==> config.mk <==
export PLATFORM = sky130hd
export DESIGN_NAME = gnms_out_fifo
export DESIGN_NICKNAME = d
export VERILOG_FILES = /design/src/design/gnms_pkg.sv /design/src/design/gnms_out_fifo.sv
export SDC_FILE = /design/constraint.sdc
export NUM_CORES = 1
export LEC_CHECK = 0
export BUFFER_PORTS_ARGS = -buffer_cell sky130_fd_sc_hd__clkbuf_2
export CORE_ASPECT_RATIO = 1.2
export CORE_MARGIN = 1
export CORE_UTILIZATION = 59
export DETAILED_ROUTE_END_ITERATION = 12
export PLACE_DENSITY = 0.92
export SLEW_MARGIN = 40
export SYNTH_ARGS = -nofsm -noshare
export SYNTH_HDL_FRONTEND = slang
export SYNTH_SLANG_ARGS = --single-unit
export TNS_END_PERCENT = 30
==> constraint.sdc <==
create_clock -name clk -period 7.8 [get_ports clk]
set_input_delay 1.56 -clock clk [delete_from_list [all_inputs] [get_ports clk]]
set_output_delay 1.56 -clock clk [all_outputs]
set_load 0.005 [all_outputs]
==> src/design/gnms_pkg.sv <==
// ----------------------------------------------------------------------------
// gnms_pkg
// types, constants and the angle quantizer for gradient non-max suppression
// ----------------------------------------------------------------------------
package gnms_pkg;

	// sizes
	localparam int MAX_WIDTH  = 2048;
	localparam int MAX_HEIGHT = 4096;
	localparam int MAG_BITS   = 16;
	localparam int COL_BITS   = $clog2(MAX_WIDTH);
	localparam int ROW_BITS   = $clog2(MAX_HEIGHT);
	localparam int FW_BITS    = 12;
	localparam int FH_BITS    = 13;
	localparam int CFG_BITS   = 13;
	localparam int ANG_BITS   = 10;
	localparam int MIN_DIM    = 3;

	// result queue
	localparam int OUT_DEPTH    = 3;
	localparam int OUT_PTR_BITS = $clog2(OUT_DEPTH);
	localparam int OUT_CNT_BITS = $clog2(OUT_DEPTH + 1);

	// angle constants in half degrees
	localparam int HALF_TURN  = 360;  // 180 degrees
	localparam int ANG_22_5   = 45;
	localparam int ANG_67_5   = 135;
	localparam int ANG_112_5  = 225;
	localparam int ANG_157_5  = 315;

	// configuration register indexes
	localparam logic REG_FRAME_WIDTH  = 1'b0;
	localparam logic REG_FRAME_HEIGHT = 1'b1;

	localparam logic [FW_BITS-1:0] FW_RESET = FW_BITS'(640);
	localparam logic [FH_BITS-1:0] FH_RESET = FH_BITS'(480);

	typedef enum logic [1:0] {
		DIR_HORZ,
		DIR_DIAG45,
		DIR_VERT,
		DIR_DIAG135
	} gnms_dir_t;

	// one line buffer entry: two rows above plus direction of the row above
	typedef struct packed {
		logic [MAG_BITS-1:0] line1;
		logic [MAG_BITS-1:0] line0;
		gnms_dir_t           dir;
	} gnms_line_t;

	// item in the stage after the line buffer read
	typedef struct packed {
		logic                valid;
		logic [MAG_BITS-1:0] mag;
		gnms_dir_t           dir;
		logic [ROW_BITS-1:0] row;
		logic [COL_BITS-1:0] col;
	} gnms_s1_t;

	// result item
	typedef struct packed {
		logic [MAG_BITS-1:0] kept;
		logic [ROW_BITS-1:0] row;
		logic [COL_BITS-1:0] col;
	} gnms_result_t;

	// reduce modulo 180 degrees and pick one of four directions
	function automatic gnms_dir_t quantize_angle(input logic [ANG_BITS-1:0] ang);
		logic [ANG_BITS-1:0] a;
		gnms_dir_t           d;
		if (ang >= ANG_BITS'(2 * HALF_TURN))
			a = ang - ANG_BITS'(2 * HALF_TURN);
		else if (ang >= ANG_BITS'(HALF_TURN))
			a = ang - ANG_BITS'(HALF_TURN);
		else
			a = ang;
		if (a < ANG_BITS'(ANG_22_5) || a >= ANG_BITS'(ANG_157_5))
			d = DIR_HORZ;
		else if (a < ANG_BITS'(ANG_67_5))
			d = DIR_DIAG45;
		else if (a < ANG_BITS'(ANG_112_5))
			d = DIR_VERT;
		else
			d = DIR_DIAG135;
		return d;
	endfunction

endpackage

==> src/design/gnms_out_fifo.sv <==
// ----------------------------------------------------------------------------
// gnms_out_fifo
// three-entry result queue between the pipeline and the output channel
// ----------------------------------------------------------------------------
module gnms_out_fifo
	import gnms_pkg::*;
(
	input  logic                    clk,
	input  logic                    arst_n,
	input  logic                    push,
	input  gnms_result_t            push_data,
	input  logic                    pop,
	output logic                    not_empty,
	output logic [OUT_CNT_BITS-1:0] count,
	output gnms_result_t            head
);

	gnms_result_t            slot_q [OUT_DEPTH];
	logic [OUT_PTR_BITS-1:0] wr_ptr_q, rd_ptr_q;
	logic [OUT_CNT_BITS-1:0] count_q;
	logic                    do_pop;

	assign do_pop    = pop && (count_q != '0);
	assign not_empty = count_q != '0;
	assign count     = count_q;
	assign head      = slot_q[rd_ptr_q];

	// payload slots
	always_ff @(posedge clk) begin
		if (push)
			slot_q[wr_ptr_q] <= push_data;
	end

	// pointers and fill count
	always_ff @(posedge clk or negedge arst_n) begin
		if (!arst_n) begin
			wr_ptr_q <= '0;
			rd_ptr_q <= '0;
			count_q  <= '0;
		end else begin
			if (push)
				wr_ptr_q <= (wr_ptr_q == OUT_PTR_BITS'(OUT_DEPTH - 1)) ? '0
					: wr_ptr_q + OUT_PTR_BITS'(1);
			if (do_pop)
				rd_ptr_q <= (rd_ptr_q == OUT_PTR_BITS'(OUT_DEPTH - 1)) ? '0
					: rd_ptr_q + OUT_PTR_BITS'(1);
			case ({push, do_pop})
				2'b10:   count_q <= count_q + OUT_CNT_BITS'(1);
				2'b01:   count_q <= count_q - OUT_CNT_BITS'(1);
				default: count_q <= count_q;
			endcase
		end
	end

endmodule

---- Word level (Yosys, flattened, before mapping) ----
Memory sizes are Yosys's and may differ from the RTL's.
Index checks and enable logic that the tools add are counted.
cells by class
  reduce and logical (&&, ||, !) cells .... 3
  equality and inequality tests ........... 4
  mux-type cells .......................... 5
  add/subtract/negate cells ............... 4
operators with widths
  kind                   number
  $add A2 B1 Y2 const B  3
  $eq A2 B2 Y1 const B   3
  $mux W2                2
  $pmux W2 S2            1
  $reduce_bool A2 Y1     2
  $eq A2 B1 Y1 const B   1
  $mux W1                2
  $sub A2 B1 Y2 const B  1
  $logic_and A1 B1 Y1    1
word-level totals
  memory bits (writable) .................. 117
  input port bits ......................... 43
  memories ................................ 1
  bits in registers ....................... 6
  output and inout bits ................... 42
  word-level logic and storage cells ...... 20
memories
  name    depth  bits a word  rd ports  clocked after Yosys merged registers in  wr ports  RTL line             source
  slot_q  3      39           1         0                                        1         gnms_out_fifo.sv:18  gnms_result_t slot_q [OUT_DEPTH];

---- Logic depth before layout (Yosys ltp) ----
  word-level depth ........................ 4
  gate-level depth with buffers ........... 6
  gate-level depth less buffers ........... 6

---- Least setup slack after synthesis ----
OpenSTA, ideal clock, no wires.
  kind .................................... input -> register
  start ................................... input port push
  end ..................................... memory slot_q[2][0] in the netlist's numbering (enable)
  buffers on the path ..................... 0
  arrival ................................. 4.487 ns
  required time ........................... 7.308 ns
  stages .................................. 2
  path slack .............................. 2.821 ns
  library setup time ...................... 0.492 ns
  cells stage by stage .................... inv_2 > nor3b_1
between the ends
  cells in the longest elaborated chain, start to end .. 2
RTL lines
  what                           RTL line             source
  from (decl)                    gnms_out_fifo.sv:10  input logic push,
  $mux W1                        gnms_out_fifo.sv:30  if (push)
  $mux W1 (not written as such)  gnms_out_fifo.sv:31  slot_q[wr_ptr_q] <= push_data;
  to (decl)                      gnms_out_fifo.sv:18
Every way passes these cells.

==> impl_results.md <==
- Non-Filler Instances: 473
- Total negative setup slack: 0 ns
- CTS Buf Count: 17
- Placed Instances: 441
- Initial Util: approximately 61%
- Worst-Skew Late Latency: 0.50 ns
- Min-delay src: count[0]
- Cell row count: 35
- Met2 Wirelength: ~4300 um
- Post-DP Area: approximately 5200 sq um
- Fin nets: roughly 410
- ANT nets after route: 0
- Crit-path cells: buf_4, nand2_1, o21ai_1, clkbuf_2
- Worst Hold Path Cells: 1
- CTS Sinks: 123
- Worst IR Drop VDD: between 0.0003 and 0.0004 V
- Startpoint types: flip-flop
- CTS max path bufs: 2
- Routed vias/inst: 5.41
- Critical path class: flip-flop to primary output
- CP endpoint kind: primary output
- Routed wl met3: approximately 400 um
- Post-Route WL: about 7900 um
- Number of antenna diodes: 0
- IO Port Bufs: 84
- Final worst path period share: around 47%
- Fraction of registers with async set or reset after synthesis: 4.88%
- Die W: about 83 um
- Dpl ws: roughly 4.6 ns
- Syn Nets: between 300 and 400
- Max-slew headroom: 47.3%
- Pwr/cell area: 389 nW/um^2
- Mapped Cells: roughly 270
- Setup ws final: 4.11 ns
- Crit Reg-Reg Startpoint: wr_ptr_q[1]
- CTS clk-pin slew, worst paths: 0.06 ns
- CTS resizes: 0
- H-tree depth: 4
- Status: completed
- Pwr Total: about 2.2 mW
- Post-synth top area share: 75.7%
- Worst R2R Path Depth: 2
- Register area share after synthesis: a little under 80%
- RSZ-0062 raised after global routing: false
- Worst Path Required: around 6.2 ns
- WL/cell: 16.7 um
- CTS Hold Bufs: 0
- Core area: around 7700 sq um
- Vias: 2561
- WP data arrival: roughly 2.1 ns
- R2r endpoint: slot_q[2][5]
- Fmax: approximately 0.27 GHz
- Clock skew: between 0.007 and 0.008 ns
- First-pass GRT wire length: 12400 um
- Vias in the first global route: 2551
- Ranking of synthesized cells by area: edfxtp_1, mux2i_1, o21ai_1, nand2_1, dfrtp_1
- Pin count of the biggest net entering global routing: 60
- Predominant post-synthesis flop cell: edfxtp_1
- CP Max Fanout: 59
- All-layer global routing usage: 20.6%
- Max_cap viols: 0
- Top-count cell post-synth: edfxtp_1
- Synthesized flop and latch total: around 120
- Finished Cell Area: 5750 sq um
- Initial antenna violation count: 0
- Min Tclk post-route: between 3 and 4 ns
- Met1 WL: 3090 um
- Number of fill cells: between 400 and 500
- Syn avg cell area: approximately 17 sq um
- Min-Delay Path Class: flip-flop to flip-flop
- Synth cell count leaders: edfxtp_1, nand2_1, o21ai_1
- Cell taking the most area after synthesis: edfxtp_1
- Worst path slowest cell: dfrtp_2
- 1st-iter DRT viols: around 190
- Worst Hold Endpoint: count[0]
- Final Util: between 70% and 80%
- Setup violations, final: 0
- WHS: roughly 0.56 ns
- Slew Limit Fails: 0
- Routability cong.: 0.671
- Congestion Overflow GR: 0
- DIE HEIGHT: just under 100 um
- EDFF count, synth: approximately 120
- Netlist cell types: 20
- TritonCTS clock tree: built
- Ports: 85
- Mapped Area: ~4600 sq um
- Root buf cell: clkbuf_8
- Area Growth Syn to Fin: 23.8%
- Post-CTS Setup Inserts: 0
- Crit path from: rd_ptr_q[1]
- CP peak stage delay: about 0.63 ns
- Reg-to-reg setup timing slack: 5.81 ns
- Dpl hpwl: 4650 um
- Fin. Hold Viols: 0
- Die area: 8230 sq um
- Initial DRT Pass Iterations: 4
- Worst slew pin tran: roughly 0.8 ns
- Yosys warning count: 0
- Share of cells above drive strength 1: 32.8%
- DR top layer: met4
- DRC: 0
- Leakage: approximately 2.2 nW
how the worst max path moves through the flow:
stage / slack, ns / cells after the start / endpoint
4_1_cts: 4.05 / 4 / head[26]
2_1_floorplan: 2.82 / 2 / slot_q[2][0]
3_5_place_dp: 4.56 / 4 / slot_q[2][7]
5_1_grt: 3.93 / 4 / head[26]
6_report: 4.11 / 4 / head[26]
3_3_place_gp: 4.27 / 4 / slot_q[2][3]
worst max-delay path: cells and delay by family (launching register included):
kind,cells,cell delay (ns)
buf+inv,2,0.71
simple gates,1,0.14
flops,1,0.63
compound gates,1,0.13
cell usage in the layout, fill, tap and decap left out, types with 2 or more instances in the layout:
cell type,count
bufinv_16,3
buf_4,3
nand2_1,42
edfxtp_1,117
a21o_1,3
inv_2,2
buf_16,2
inv_6,3
clkbuf_16,16
dfrtp_1,4
xnor2_1,2
mux2i_1,39
o21ai_1,41
clkinv_4,3
clkinvlp_4,2
clkinv_1,2
clkbuf_2,84
flip-flops by register name, indices dropped and copies added, names as in the netlist:
register,count
slot_q,117
count,2
rd_ptr_q,2
wr_ptr_q,2
area by class of cell:
cell class | count | area, sq um | area share, %
sequential | 123 | 3670 | 63.8
multi-input combinational | 135 | 870 | 15.1
timing repair buffer | 89 | 498 | 8.67
clock buffer | 18 | 418 | 7.27
clock inverter | 14 | 170 | 2.96
tap | 92 | 115 | 2.00
inverter | 2 | 7.51 | 0.131
where the power goes:
group / internal [mW] / switching, mW
clock network: 0.487 / 0.276
logic: 0.241 / 0.269
registers: 0.852 / 0.107
total: 1.58 / 0.652
logic make-up (layout without fill, tap and decap cells):
group                      Yosys count  count (layout)  share of synthesized area (%)
xor gates and xnor gates             3               3                          0.566
muxes                               39              39                           8.41
AOI/OAI and AO/OA                   44              44                           4.90
buffers and inverters               16             123                           2.88
DFF                                123             123                           78.9
and+or+nand+nor                     48              48                           4.07
adders and majority gates            1               1                          0.269
metal layers:
metal  global-route usage [%]  vias to the layer above
met5                        0                        -
met4                     10.3                        0
met3                     6.06                        8
met2                     36.4                       81
met1                     22.7                     1245
li1                         -                     1227
Note: power is estimated with default switching activity, not from simulation.
