==> config.mk <==
export PLATFORM = sky130hd
export DESIGN_NAME = gnms_window
export DESIGN_NICKNAME = d
export VERILOG_FILES = /design/src/design/gnms_pkg.sv /design/src/design/gnms_window.sv
export SDC_FILE = /design/constraint.sdc
export NUM_CORES = 1
export LEC_CHECK = 0
export BUFFER_PORTS_ARGS = -buffer_cell sky130_fd_sc_hd__buf_2
export CORE_UTILIZATION = 40
export CTS_CLUSTER_DIAMETER = 50
export DETAILED_ROUTE_END_ITERATION = 16
export SLEW_MARGIN = 30
export SYNTH_ARGS = -nofsm -noshare
export SYNTH_HDL_FRONTEND = slang
export SYNTH_SLANG_ARGS = --single-unit
==> constraint.sdc <==
create_clock -name clk -period 3.1 [get_ports clk]
set_input_delay 0.31 -clock clk [delete_from_list [all_inputs] [get_ports clk]]
set_output_delay 0.31 -clock clk [all_outputs]
set_load 0.02 [all_outputs]
==> src/design/gnms_pkg.sv <==
// ----------------------------------------------------------------------------
// gnms_pkg
// types, constants and the angle quantizer for gradient non-max suppression
// ----------------------------------------------------------------------------
package gnms_pkg;

	// sizes
	localparam int MAX_WIDTH  = 2048;
	localparam int MAX_HEIGHT = 4096;
	localparam int MAG_BITS   = 16;
	localparam int COL_BITS   = $clog2(MAX_WIDTH);
	localparam int ROW_BITS   = $clog2(MAX_HEIGHT);
	localparam int FW_BITS    = 12;
	localparam int FH_BITS    = 13;
	localparam int CFG_BITS   = 13;
	localparam int ANG_BITS   = 10;
	localparam int MIN_DIM    = 3;

	// result queue
	localparam int OUT_DEPTH    = 3;
	localparam int OUT_PTR_BITS = $clog2(OUT_DEPTH);
	localparam int OUT_CNT_BITS = $clog2(OUT_DEPTH + 1);

	// angle constants in half degrees
	localparam int HALF_TURN  = 360;  // 180 degrees
	localparam int ANG_22_5   = 45;
	localparam int ANG_67_5   = 135;
	localparam int ANG_112_5  = 225;
	localparam int ANG_157_5  = 315;

	// configuration register indexes
	localparam logic REG_FRAME_WIDTH  = 1'b0;
	localparam logic REG_FRAME_HEIGHT = 1'b1;

	localparam logic [FW_BITS-1:0] FW_RESET = FW_BITS'(640);
	localparam logic [FH_BITS-1:0] FH_RESET = FH_BITS'(480);

	typedef enum logic [1:0] {
		DIR_HORZ,
		DIR_DIAG45,
		DIR_VERT,
		DIR_DIAG135
	} gnms_dir_t;

	// one line buffer entry: two rows above plus direction of the row above
	typedef struct packed {
		logic [MAG_BITS-1:0] line1;
		logic [MAG_BITS-1:0] line0;
		gnms_dir_t           dir;
	} gnms_line_t;

	// item in the stage after the line buffer read
	typedef struct packed {
		logic                valid;
		logic [MAG_BITS-1:0] mag;
		gnms_dir_t           dir;
		logic [ROW_BITS-1:0] row;
		logic [COL_BITS-1:0] col;
	} gnms_s1_t;

	// result item
	typedef struct packed {
		logic [MAG_BITS-1:0] kept;
		logic [ROW_BITS-1:0] row;
		logic [COL_BITS-1:0] col;
	} gnms_result_t;

	// reduce modulo 180 degrees and pick one of four directions
	function automatic gnms_dir_t quantize_angle(input logic [ANG_BITS-1:0] ang);
		logic [ANG_BITS-1:0] a;
		gnms_dir_t           d;
		if (ang >= ANG_BITS'(2 * HALF_TURN))
			a = ang - ANG_BITS'(2 * HALF_TURN);
		else if (ang >= ANG_BITS'(HALF_TURN))
			a = ang - ANG_BITS'(HALF_TURN);
		else
			a = ang;
		if (a < ANG_BITS'(ANG_22_5) || a >= ANG_BITS'(ANG_157_5))
			d = DIR_HORZ;
		else if (a < ANG_BITS'(ANG_67_5))
			d = DIR_DIAG45;
		else if (a < ANG_BITS'(ANG_112_5))
			d = DIR_VERT;
		else
			d = DIR_DIAG135;
		return d;
	endfunction

endpackage

==> src/design/gnms_window.sv <==
// ----------------------------------------------------------------------------
// gnms_window
// 3x3 magnitude window and the directional local maximum test
// ----------------------------------------------------------------------------
module gnms_window
	import gnms_pkg::*;
(
	input  logic         clk,
	input  logic         arst_n,
	input  gnms_s1_t     item_s1,
	input  gnms_line_t   col_in,
	output logic         push,
	output gnms_result_t result
);

	// window columns 1 and 2; column 0 after a shift is the old column 1
	logic [MAG_BITS-1:0] w01_q, w02_q, w11_q, w12_q, w21_q, w22_q;
	gnms_dir_t           dir_hold_q;

	logic [MAG_BITS-1:0] centre, n1, n2;
	logic                interior;

	// neighbors along the centre direction, as seen after the shift
	always_comb begin
		centre = w12_q;
		case (dir_hold_q)
			DIR_HORZ: begin
				n1 = w11_q;
				n2 = col_in.line0;
			end
			DIR_DIAG45: begin
				n1 = col_in.line1;
				n2 = w21_q;
			end
			DIR_VERT: begin
				n1 = w02_q;
				n2 = w22_q;
			end
			default: begin
				n1 = w01_q;
				n2 = item_s1.mag;
			end
		endcase
	end

	assign interior = (item_s1.row >= ROW_BITS'(2)) && (item_s1.col >= COL_BITS'(2));

	// result item, first row and first column give zero
	assign push        = item_s1.valid && (item_s1.row != '0) && (item_s1.col != '0);
	assign result.kept = (interior && centre >= n1 && centre >= n2) ? centre : '0;
	assign result.row  = item_s1.row - ROW_BITS'(1);
	assign result.col  = item_s1.col - COL_BITS'(1);

	// window shift and centre direction pipeline
	always_ff @(posedge clk or negedge arst_n) begin
		if (!arst_n) begin
			w01_q      <= '0;
			w02_q      <= '0;
			w11_q      <= '0;
			w12_q      <= '0;
			w21_q      <= '0;
			w22_q      <= '0;
			dir_hold_q <= DIR_HORZ;
		end else if (item_s1.valid) begin
			w01_q      <= w02_q;
			w02_q      <= col_in.line1;
			w11_q      <= w12_q;
			w12_q      <= col_in.line0;
			w21_q      <= w22_q;
			w22_q      <= item_s1.mag;
			dir_hold_q <= col_in.dir;
		end
	end

endmodule

# --- Yosys cells after proc, flatten, opt, wreduce, memory -nomap -nowiden ---
# Cells that the tools add are included.
totals:
  register_bits: 98
  output_inout_bits: 40
  elab_cells: 26
op_classes:
  addsub: 2
  n_lt_le_gt_ge: 4
  eq_ne: 2
  mux: 3
  reduce_logical: 8
op_table:
  columns: ["operator", "count"]
  rows:
  - ["case mux 16 bit (3 select lines)", 2]
  - [">= comparator 16 bit", 2]
  - ["2-to-1 mux 16 bit", 1]
  - [">= comparator 12 x 2 -> 1 bit, second input constant", 1]
  - ["nonzero test 12 bit", 1]
  - ["subtractor 12 x 1 -> 12 bit, second input constant", 1]
  - [">= comparator 11 x 2 -> 1 bit, second input constant", 1]
  - ["nonzero test 11 bit", 1]
  - ["subtractor 11 x 1 -> 11 bit, second input constant", 1]
  - ["logical AND 1 bit", 5]
  - ["== test 2 x 1 -> 1 bit, second input constant", 1]
  - ["== test 2 bit, second input constant", 1]
  - ["zero test 2 bit", 1]

# --- Depth between registers and ports, before layout ---
# Gate-level depths: netlist of run 1.
depth:
  depth_word: 6
  depth_mapped: 11
  depth_no_buf: 8

# --- Worst setup path after synthesis of run 1 ---
# OpenSTA, ideal clock, no wires.
synth_path:
  kind: "reg2out"
  startpoint: "reg dir_hold_q[0]"
  endpoint: "out result[29] (netlist name)"
  arrival_time_ps: 3100
  required_ps: 2790
  path_slack_ps: -310
  path_stages_with_launch: 12
  n_path_buf: 3
  cell_sequence: "dfrtp_1 > clkbuf_1 > buf_2 > mux4_2 > inv_1 > ha_1 > nand4_1 > or2_2 > a311oi_1 > a22oi_2 > buf_6 > nor3b_1"
synth_lines:
  columns: ["element", "line", "text"]
  rows:
  - ["start: declaration", "gnms_window.sv:18", "gnms_dir_t dir_hold_q;"]
  - ["start signal: assignment", "gnms_window.sv:71", "dir_hold_q <= col_in.dir;"]
  - ["end: declaration", "gnms_window.sv:13", "output gnms_result_t result"]

==> results of run 1 <==
-- report_power, final --
part           switching (mW)  internal, mW  total (mW)
Combinational           0.682         0.772        1.45
Sequential              0.110          1.44        1.55
Clock                   0.497         0.649        1.15
-- through the flow --
| stage | instance area [um^2] | hold WS, ps | power [mW] |
|---|---|---|---|
| 6_report | 7540 | -4.99 | 4.15 |
| 5_1_grt | 7530 | 56.9 | 4.37 |
| 4_1_cts | 7120 | 32.4 | 3.96 |
| 3_5_place_dp | 6720 | 411 | 2.73 |
| 3_3_place_gp | 6720 | 484 | 2.68 |
| 2_1_floorplan | 5780 | 14.4 | 2.32 |
-- area by class of cell --
| cell class | instances | area [um^2] |
|---|---|---|
| inverters | 39 | 146 |
| fillers | 1187 | 6340 |
| clock inverters | 6 | 65.1 |
| clock buffers | 10 | 239 |
| repair buffers | 158 | 1100 |
| flip-flops and latches | 98 | 2450 |
| multi-input cells | 279 | 3310 |
| diodes | 1 | 2.50 |
| well taps | 180 | 225 |
-- worst paths after layout --
| path | end | slack [ps] |
|---|---|---|
| max in group asynchronous | w01_q[14]$_DFFE_PN0P_ | 2410 |
| max reg2reg | dir_hold_q[0]$_DFFE_PN0P_ | 2050 |
| min in group clk | dir_hold_q[0]$_DFFE_PN0P_ | 200 |
| min reg2reg | w21_q[2]$_DFFE_PN0P_ | 510 |
| max | result[23] | -420 |
| min | w01_q[4]$_DFFE_PN0P_ | -5 |
-- cells by family (layout without fill, tap and decap cells) --
kind of cell | after synthesis | in the layout | synth area share, %
AOI/OAI and AO/OA | 34 | 34 | 4.14
buffers and inverters | 60 | 213 | 4.14
and+or+nand+nor | 63 | 63 | 6.51
adders and majority gates | 36 | 36 | 7.89
xor gates and xnor gates | 17 | 17 | 2.61
muxes | 129 | 129 | 31.8
other | 0 | 1 | 0
DFF | 98 | 98 | 43.0
-- registers in the layout (all words and copies together) (netlist names) --
register    cells
centre         16
w21_q          16
w11_q          16
w01_q          16
w22_q          16
w02_q          16
dir_hold_q      2
-- synthesized netlist by cell type, drive strengths merged --
master,count
dfrtp,98
mux2,97
inv,39
ha,36
mux4,32
clkbuf,17
nor3b,16
xor2,12
a21oi,11
nand2,11
nor2,9
nor3,7
nand4,6
xnor2,5
buf,4
nor4,4
o21a,3
o21ai,3
o31ai,3
a211o,2
a21o,2
a31oi,2
and3,2
nand2b,2
nand3,2
o41ai,2
a2111oi,1
a211oi,1
a221oi,1
a22oi,1
a311oi,1
and4,1
o21bai,1
or2,1
or3,1
or4,1
-- worst reg2reg max path: stages (launching register included) --
cell and delay (ps):
dfrtp_2 490, clkbuf_16 190, mux2_2 250
-- routing by layer --
metal	wire length, um	vias up	share of wire [%]	GRT usage, %
met3	702	21	5.0	3.34
met5	0	-	0	0
li1	-	1913	-	-
met1	5700	2094	41	22.7
met4	270	0	1.9	8.18
met2	7270	117	52	33.7
-- what timing repair did --
item	4_1_cts	5_1_grt
pin swaps	2	15
setup endpoints to repair	16	16
buffers inserted	3	13
resized for setup	21	47
cloned	0	3
==> summary.md, run 1 <==
| Metric | Value |
|---|---|
| Number of distinct library cells after synthesis | `38` |
| Total power per unit cell area | `roughly 550 nW/um^2` |
| Antenna viol nets, final | `0` |
| Leftover overflow at the end of global routing | `0` |
| Total setup violations reported at the end of the flow | `16` |
| Clock Skews | `5.67 ps` |
| Depth of the most critical reg-to-reg path | `2` |
| Number of global-route vias before repair | `~4200` |
| Yosys top cell by area | `dfrtp_1` |
| Total of max-cap violations | `0` |
| Total CTS buffers | `9` |
| Share of post-route cells with drive strength above 1 | `between 50 and 60%` |
| Crit Path Class | `flop to output port` |
| Leakage | `3.41 nW` |
| Type of destination of the critical path | `output port` |
| HPWL reported at the end of detailed placement | `9920 um` |
| Critical Path Source Type | `flop` |
| Core ar. | `about 14000 um^2` |
| Register bit count reported by yosys | `between 90 and 100` |
| Buf/Inv on CP | `4` |
| Crit path from | `dir_hold_q[0]$_DFFE_PN0P_` |
| Count of warnings emitted by yosys | `0` |
| Number of antenna violations at the first check in global routing | `1` |
| Count of non-filler cells in the finished layout | `~770` |
| Pre-CTS setup slack | `-92.7 ps` |
| Post-layout min period | `between 3000 and 4000 ps` |
| Post-route worst hold slack | `-4.99 ps` |
| Number of buffers inserted by port buffering | `around 120` |
| Actual transition at the worst max-transition pin | `roughly 740 ps` |
| DIE HEIGHT | `about 120 um` |
| Setup repair after global routing missed its margin | `true` |
| Crit-path slowest cell | `mux4_2` |
| Worst-Skew Late Latency | `between 300 and 400 ps` |
| Count of hold-fix buffers inserted at cts | `0` |
| Total global routing track utilization | `a little under a fifth` |
| Cell depth of the worst setup path | `11` |
| Wire length of the first global-routing pass | `around 21000 um` |
| Peak Freq | `284 MHz` |
| Kind of cell adding the most delay to the critical path | `compound AO/OA/AOI/OAI gates` |
| Overall die width | `~120 um` |
| Total DRC errors in the routed layout | `0` |
| Reg-to-reg critical path startpoint | `dir_hold_q[0]$_DFFE_PN0P_` |
| Final wirelength | `between 10000 and 15000 um` |
| Maximum clock insertion buffer count | `2` |
| Final nets | `approximately 700` |
| Post-layout worst setup margin | `-422 ps` |
| Commonest non-fill, non-tap cells in the layout | `mux2_2 (97), dfrtp_1 (97), buf_2 (97), buf_4 (41), inv_1 (33)` |
| CTS Root Buffer Type | `clkbuf_16` |
| Synthesized netlist net count | `551` |
| Routed WL per cell | `18.1 um` |
| Final Slew Violations | `0` |
| Synth Area per Inst | `between 10 and 15 um^2` |
| Total negative slack | `-6320 ps` |
| Path class of the lowest-slack min-delay path | `input port to asynchronous set/reset pin` |
| Worst EP required | `approximately 2800 ps` |
| Arr. time, crit path | `between 3000 and 4000 ps` |
| Site row count | `43` |
| Sequential fraction of the synthesis area | `approximately 43%` |
| Final Cycle Share | `114%` |
| Post-Syn Instances | `about 440` |
| Io pins | `118` |
| Cell types with the largest area share after synthesis | `dfrtp_1 (43%), mux2_2 (19%), mux4_2 (13%), ha_1 (7.9%), inv_1 (2.6%)` |
| Ordered cell list for the critical path | `buf_12, mux4_2, inv_2, ha_4, a211o_1, a31oi_4, o31ai_4, a211oi_4, clkbuf_16, nor3_2, buf_4` |
| First-pass iteration count of the detailed router | `4` |
| Weighted congestion reported at the end of routability-driven placement | `0.786` |
| Run status | `finished with violations` |
| Pin count of the biggest net entering global routing | `80` |
| Total number of clock tree sinks | `98` |
| Post-route core utilization | `~54%` |
| H-tree Lvls | `3` |
| Clock tree from TritonCTS | `done` |
| Cell count after placement | `736` |
| Slew headroom | `~50%` |
| Routed vias/inst | `between 5 and 6` |
| Maximum VDD drop | `277 uV` |
| Area of the mapped netlist | `around 5700 um^2` |
| Initial DRC count | `about 100` |
| Final Hold Violating Endpoints | `3` |
| Layout-stage area growth over the synthesis result | `32.0%` |
| Vias | `4145` |
| Initial Utilization | `41.1%` |
| Clock edge transition at the registers on the reported setup and hold paths | `around 60 ps` |
| Die ar. | `between 10000 and 15000 um^2` |
| Failing checks | `hold timing, setup timing` |
| Largest fanout of any net on the critical path | `8` |
| Top-area cell type share of the netlist area | `between 40% and 50%` |
| Highest cell delay on the worst timing path | `~500 ps` |
Power figures use the tool's default switching activity.
==> run 2: changes to the inputs <==
--- a/config.mk
+++ b/config.mk
@@ -9,6 +9,7 @@
 export CORE_UTILIZATION = 40
 export CTS_CLUSTER_DIAMETER = 50
 export DETAILED_ROUTE_END_ITERATION = 16
+export RECOVER_POWER = 50
 export SLEW_MARGIN = 30
 export SYNTH_ARGS = -nofsm -noshare
 export SYNTH_HDL_FRONTEND = slang
==> run 2 against run 1 <==
  * First-iteration DRC count grew 18%
  * Worst hold slack gained 200 ps
  * The run ends with capacitance limit, slew limit, setup timing left
  * Clock-buffer cell count is the same
  * Clock power is essentially flat
  * Sequential share of layout area grew 0.076 points
  * Setup slack gained 0.64 ps
  * Critical path type unchanged
==> summary.md, run 2 (synthesis results as in run 1) <==
| Metric | Value |
|---|---|
| Total DRC errors in the routed layout | `0` |
| Endpoint of the worst hold-timing path | `dir_hold_q[0]$_DFFE_PN0P_` |
| Setup repair after global routing missed its margin | `true` |
| Maximum clock insertion buffer count | `2` |
| Layout-stage area growth over the synthesis result | `31.7%` |
| Failing checks | `capacitance limit, slew limit, setup timing` |
| Total negative slack | `-6330 ps` |
| Site row count | `between 40 and 50` |
| Antenna viol nets, final | `0` |
| Final Slew Violations | `roughly 120` |
| Post-layout min period | `3520 ps` |
| Largest fanout of any net on the critical path | `8` |
| Crit-path slowest cell | `mux4_2` |
| Share of post-route cells with drive strength above 1 | `approximately 58%` |
| Routed WL per cell | `around 18 um` |
| First-pass iteration count of the detailed router | `4` |
| Maximum VDD drop | `~280 uV` |
| Total of max-cap violations | `2` |
| Clock tree from TritonCTS | `done` |
| Reg-to-reg critical path startpoint | `dir_hold_q[0]$_DFFE_PN0P_` |
| Final std cell area, no fill | `roughly 7500 um^2` |
| Final Cycle Share | `114%` |
| Routed vias/inst | `5.38` |
| Beginning of the worst hold path | `col_in[0]` |
| Critical Path Source Type | `flop` |
| Reg-to-reg slack, setup | `around 2100 ps` |
| CTS Root Buffer Type | `clkbuf_16` |
| Worst EP required | `between 2000 and 3000 ps` |
| Kind of cell adding the most delay to the critical path | `compound AO/OA/AOI/OAI gates` |
| Type of destination of the critical path | `output port` |
| Number of antenna violations at the first check in global routing | `1` |
| Total setup violations reported at the end of the flow | `16` |
| Pin count of the biggest net entering global routing | `80` |
| Path class of the lowest-slack min-delay path | `input port to flop` |
| Core ar. | `~14000 um^2` |
| HPWL reported at the end of detailed placement | `9920 um` |
| Total power per unit cell area | `about 550 nW/um^2` |
| Wire length of the first global-routing pass | `21200 um` |
| Total global routing track utilization | `19.1%` |
| Total number of clock tree sinks | `98` |
| Number of global-route vias before repair | `4206` |
| Hold-critical path depth | `2` |
| Total CTS buffers | `9` |
| Initial Utilization | `41.1%` |
| Weighted congestion reported at the end of routability-driven placement | `0.786` |
| Buf/Inv on CP | `4` |
| Leakage | `3.40 nW` |
| Run status | `finished with violations` |
| Post-layout worst setup margin | `-421 ps` |
| Io pins | `118` |
| Die ar. | `roughly 15000 um^2` |
| H-tree Lvls | `3` |
| Depth of the most critical reg-to-reg path | `2` |
| Worst-Skew Late Latency | `about 350 ps` |
| Peak Freq | `~280 MHz` |
| Initial DRC count | `around 120` |
| Crit Path Class | `flop to output port` |
| Capture point of the worst reg-to-reg path | `dir_hold_q[0]$_DFFE_PN0P_` |
| Total power after layout | `roughly 4.2 mW` |
| Post-DP Area | `around 6700 um^2` |
| Leftover overflow at the end of global routing | `0` |
| Final Hold Violating Endpoints | `0` |
| Commonest non-fill, non-tap cells in the layout | `mux2_2 (97), dfrtp_1 (97), buf_2 (97), buf_4 (38), inv_1 (33)` |
| Final wirelength | `~14000 um` |
| Actual transition at the worst max-transition pin | `2530 ps` |
| Vias | `4148` |
| DIE HEIGHT | `121 um` |
| Clock edge transition at the registers on the reported setup and hold paths | `roughly 60 ps` |
| Highest cell delay on the worst timing path | `~500 ps` |
| Arr. time, crit path | `3210 ps` |
| Overall die width | `121 um` |
| Final nets | `between 600 and 700` |
| Number of buffers inserted by port buffering | `~120` |
| Ordered cell list for the critical path | `buf_12, mux4_2, inv_2, ha_4, a211o_1, a31oi_4, o31ai_4, a211oi_4, clkbuf_16, nor3_2, buf_4` |
| Clock Skews | `a little over 6 ps` |
| Slew headroom | `-68.7%` |
run 2: cell types whose count changed in the layout (fill, tap and decap cells not counted), sizes merged:
cell | before | now
clkbuf | 13 | 17
buf | 155 | 151
run 2: final cells by class:
type	instances	area, um^2
clock buffer	10	239
clock inverter	6	65.1
timing repair buffer	158	1080
multi-input combinational	279	3310
antenna	1	2.50
inverter	39	146
fill	1188	6360
tap	180	225
sequential	98	2450
run 2: per-stage QoR:
| step | hold WS (ps) | setup slack [ps] | instances | util, % |
|---|---|---|---|---|
| global placement | 484 | -65.2 | 736 | 48.4 |
| global route | 199 | -579 | 770 | 54.1 |
| finish | 200 | -421 | 771 | 54.2 |
| detailed placement | 411 | -92.7 | 736 | 48.4 |
| CTS | 32.4 | -375 | 755 | 51.3 |
| floorplan | 14.4 | 10.2 | 437 | - |
run 2: per-layer routing:
| layer | track usage [%] | wire (um) |
|---|---|---|
| met5 | 0 | 0 |
| met4 | 8.18 | 287 |
| met3 | 3.34 | 703 |
| met2 | 33.7 | 7310 |
| met1 | 22.7 | 5710 |
run 2: worst max-delay path by stage:
stage | startpoint | to | slack (ps) | cells past startpoint
2_1_floorplan | dir_hold_q[1]$_DFFE_PN0P_ | result[24] | 10 | 10
3_3_place_gp | dir_hold_q[0]$_DFFE_PN0P_ | result[38] | -70 | 10
3_5_place_dp | dir_hold_q[0]$_DFFE_PN0P_ | result[38] | -90 | 10
4_1_cts | dir_hold_q[0]$_DFFE_PN0P_ | result[26] | -380 | 12
5_1_grt | dir_hold_q[0]$_DFFE_PN0P_ | result[23] | -580 | 14
6_report | dir_hold_q[0]$_DFFE_PN0P_ | result[23] | -420 | 11
run 2: report_power, final:
part	total, mW	switching, mW	leakage, nW	internal [mW]
Combinational	1.46	0.683	2.10	0.773
Clock	1.15	0.499	0.149	0.649
Sequential	1.55	0.112	1.15	1.44
run 2: repair_timing:
item                                    CTS  global route
gates resized for setup                  21            47
pin swaps                                 2            15
hold buffers                              0             0
buffers inserted                          3            13
endpoints found under the setup margin   16            16
gates cloned                              0             3
==> run 3: changes to the inputs <==
==> constraint.sdc (replaced) <==
create_clock -name clk -period 3.1 [get_ports clk]
set_input_delay 0.155 -clock clk [delete_from_list [all_inputs] [get_ports clk]]
set_output_delay 0.155 -clock clk [all_outputs]
set_load 0.02 [all_outputs]
==> run 3 against run 2 <==
  * The run still ends with capacitance limit, slew limit, setup timing left
  * Wire length down 7.0%
  * Register-to-register slack improved by 70 ps
  * First-iteration DRC count up 4.9%
  * Clock-buffer cell count is 3 higher
  * Cell count is 2.2% lower
==> summary.md, run 3 (synthesis results as in run 1) <==
| Metric | Value |
|---|---|
| Run status | `finished with violations` |
| Failing checks | `capacitance limit, slew limit, setup timing` |
| Actual transition at the worst max-transition pin | `roughly 2100 ps` |
| Worst-Skew Late Latency | `around 340 ps` |
| Arr. time, crit path | `about 3100 ps` |
| Routed WL per cell | `between 15 and 20 um` |
| Hold-critical path depth | `2` |
| Die ar. | `roughly 15000 um^2` |
| Io pins | `approximately 120` |
| Maximum clock insertion buffer count | `2` |
| Maximum VDD drop | `~280 uV` |
| Number of buffers inserted by port buffering | `approximately 120` |
| Post-layout min period | `between 3000 and 4000 ps` |
| Endpoint of the worst hold-timing path | `dir_hold_q[0]$_DFFE_PN0P_` |
| Pre-CTS setup slack | `27.4 ps` |
| Crit-path slowest cell | `mux4_2` |
| Weighted congestion reported at the end of routability-driven placement | `approximately 0.75` |
| DR WL met3 | `roughly 750 um` |
| Routed vias/inst | `between 5 and 6` |
| Post-layout worst setup margin | `-173 ps` |
| Routed length on met1 | `5440 um` |
| Total power after layout | `around 3.9 mW` |
| Initial DRC count | `roughly 130` |
| Reg-to-reg slack, setup | `around 2100 ps` |
| Total global routing track utilization | `between 10% and 20%` |
| Site row count | `43` |
| Commonest non-fill, non-tap cells in the layout | `dfrtp_1 (97), mux2_2 (96), buf_2 (90), inv_1 (37), ha_1 (35)` |
| Number of antenna violations at the first check in global routing | `1` |
| Count of non-filler cells in the finished layout | `754` |
| Ordered cell list for the critical path | `buf_12, mux4_2, ha_1, nand2b_4, a2111oi_2, o31ai_2, a22oi_2, clkbuf_16, nor3b_2, buf_4` |
| Wire length of the first global-routing pass | `approximately 21000 um` |
| Depth of the most critical reg-to-reg path | `2` |
| Capture point of the worst reg-to-reg path | `dir_hold_q[0]$_DFFE_PN0P_` |
| Final wirelength | `around 13000 um` |
| Critical Path Source Type | `flop` |
| DIE HEIGHT | `121 um` |
| Detailed route wirelength on metal2 | `between 6000 and 7000 um` |
| Path class of the lowest-slack min-delay path | `input port to flop` |
| Core ar. | `about 14000 um^2` |
| Final nets | `roughly 700` |
| Reg-to-reg critical path startpoint | `dir_hold_q[0]$_DFFE_PN0P_` |
| Slew headroom | `-38.7%` |
| Layout-stage area growth over the synthesis result | `27.0%` |
| Total power per unit cell area | `approximately 540 nW/um^2` |
| Clock tree from TritonCTS | `done` |
| Cell count after placement | `between 700 and 800` |
| Setup repair after global routing missed its margin | `true` |
| Crit Path Class | `flop to output port` |
| Area of the multi-input gates | `3210 um^2` |
| Share of post-route cells with drive strength above 1 | `53.6%` |
| Clock edge transition at the registers on the reported setup and hold paths | `~60 ps` |
| Leftover overflow at the end of global routing | `0` |
| HPWL reported at the end of detailed placement | `about 9500 um` |
| Pin count of the biggest net entering global routing | `64` |
| Type of destination of the critical path | `output port` |
| Vias | `4000` |
| First-pass iteration count of the detailed router | `4` |
| Total CTS buffers | `9` |
| Leakage | `between 3 and 4 nW` |
| H-tree Lvls | `3` |
| Final Hold Violating Endpoints | `0` |
| Initial Utilization | `between 40% and 50%` |
| Antenna viol nets, final | `0` |
| Largest fanout of any net on the critical path | `10` |
| Highest cell delay on the worst timing path | `approximately 500 ps` |
| Total of max-cap violations | `1` |
| Total DRC errors in the routed layout | `0` |
| Final Slew Violations | `39` |
| Beginning of the worst hold path | `col_in[0]` |
| Leading cell type in the layout, fill and taps excluded | `dfrtp_1` |
| Total setup violations reported at the end of the flow | `16` |
| FF/Latch Area | `roughly 2500 um^2` |
| Overall die width | `~120 um` |
| CTS Root Buffer Type | `clkbuf_16` |
| Final Cycle Share | `106%` |
| Worst EP required | `around 3000 ps` |
| Fillcell total | `1230` |
| Peak Freq | `~310 MHz` |
| Total number of clock tree sinks | `98` |
| Clock Skews | `8.70 ps` |
| Uppermost routed layer | `met4` |
| Number of global-route vias before repair | `4141` |
run 3: changes by cell type in the layout (fill, tap and decap cells not counted), sizes merged:
cell	before	now
buf	151	129
clkbuf	17	24
bufinv	1	0
clkinvlp	1	0
dlygate4sd3	0	1
inv	40	39
run 3: where the power goes:
group / leakage (nW) / total (mW) / internal [mW] / switching, mW
clock: 0.133 / 1.03 / 0.564 / 0.470
combinational: 2.00 / 1.35 / 0.713 / 0.639
sequential: 1.15 / 1.54 / 1.44 / 0.104
total: 3.28 / 3.93 / 2.71 / 1.21
run 3: worst max path at each step:
| stage | from | end | slack (ps) | cells after the start |
|---|---|---|---|---|
| after floorplan | dir_hold_q[0]$_DFFE_PN0P_ | result[24] | 10 | 10 |
| after global placement | dir_hold_q[0]$_DFFE_PN0P_ | result[25] | 100 | 13 |
| after detailed placement | dir_hold_q[0]$_DFFE_PN0P_ | result[38] | 30 | 11 |
| after CTS | dir_hold_q[0]$_DFFE_PN0P_ | result[32] | -220 | 12 |
| after global routing | dir_hold_q[0]$_DFFE_PN0P_ | result[36] | -310 | 10 |
| final | dir_hold_q[0]$_DFFE_PN0P_ | result[38] | -170 | 10 |
run 3: layout make-up:
class / count / share of cell area [%]
Sequential cell: 98 / 33.8
Timing Repair Buffer: 141 / 13.1
Tap cell: 180 / 3.11
Clock inverter: 3 / 0.207
Multi-Input combinational cell: 279 / 44.3
Antenna cell: 1 / 0.0345
Clock buffer: 13 / 3.45
Inverter: 39 / 2.02
run 3: repair_timing:
| action | 4_1_cts | 5_1_grt |
|---|---|---|
| pin swaps | 8 | 2 |
| hold buffers | 1 | 0 |
| setup endpoints to repair | 16 | 16 |
| hold endpoints to repair | 51 | 0 |
| gates cloned | 2 | 0 |
| buffers inserted | 10 | 2 |
| gates resized for setup | 40 | 11 |
run 3: metal layers:
layer,vias to the layer above,global-route usage [%]
met3,13,4.61
met5,-,0
li1,1865,-
met4,0,5.25
met1,2009,22.7
met2,113,33.3
run 3: stage by stage:
stage	hold WS [ps]	TNS (ps)	cell area, um^2	util, %
2_1_floorplan	-141	0	5770	-
3_3_place_gp	246	0	6730	48.5
3_5_place_dp	256	0	6730	48.5
4_1_cts	38.5	-3060	7220	52.0
5_1_grt	47.2	-4810	7250	52.2
6_report	50.2	-2440	7250	52.2
run 3: critical path, delay by kind of cell (launching register included):
kind	cells	cell delay (ps)
AOI/OAI and AO/OA	3	800
muxes	1	500
and+or+nand+nor	2	190
adders and majority gates	1	280
buffers and inverters	3	560
DFF	1	430
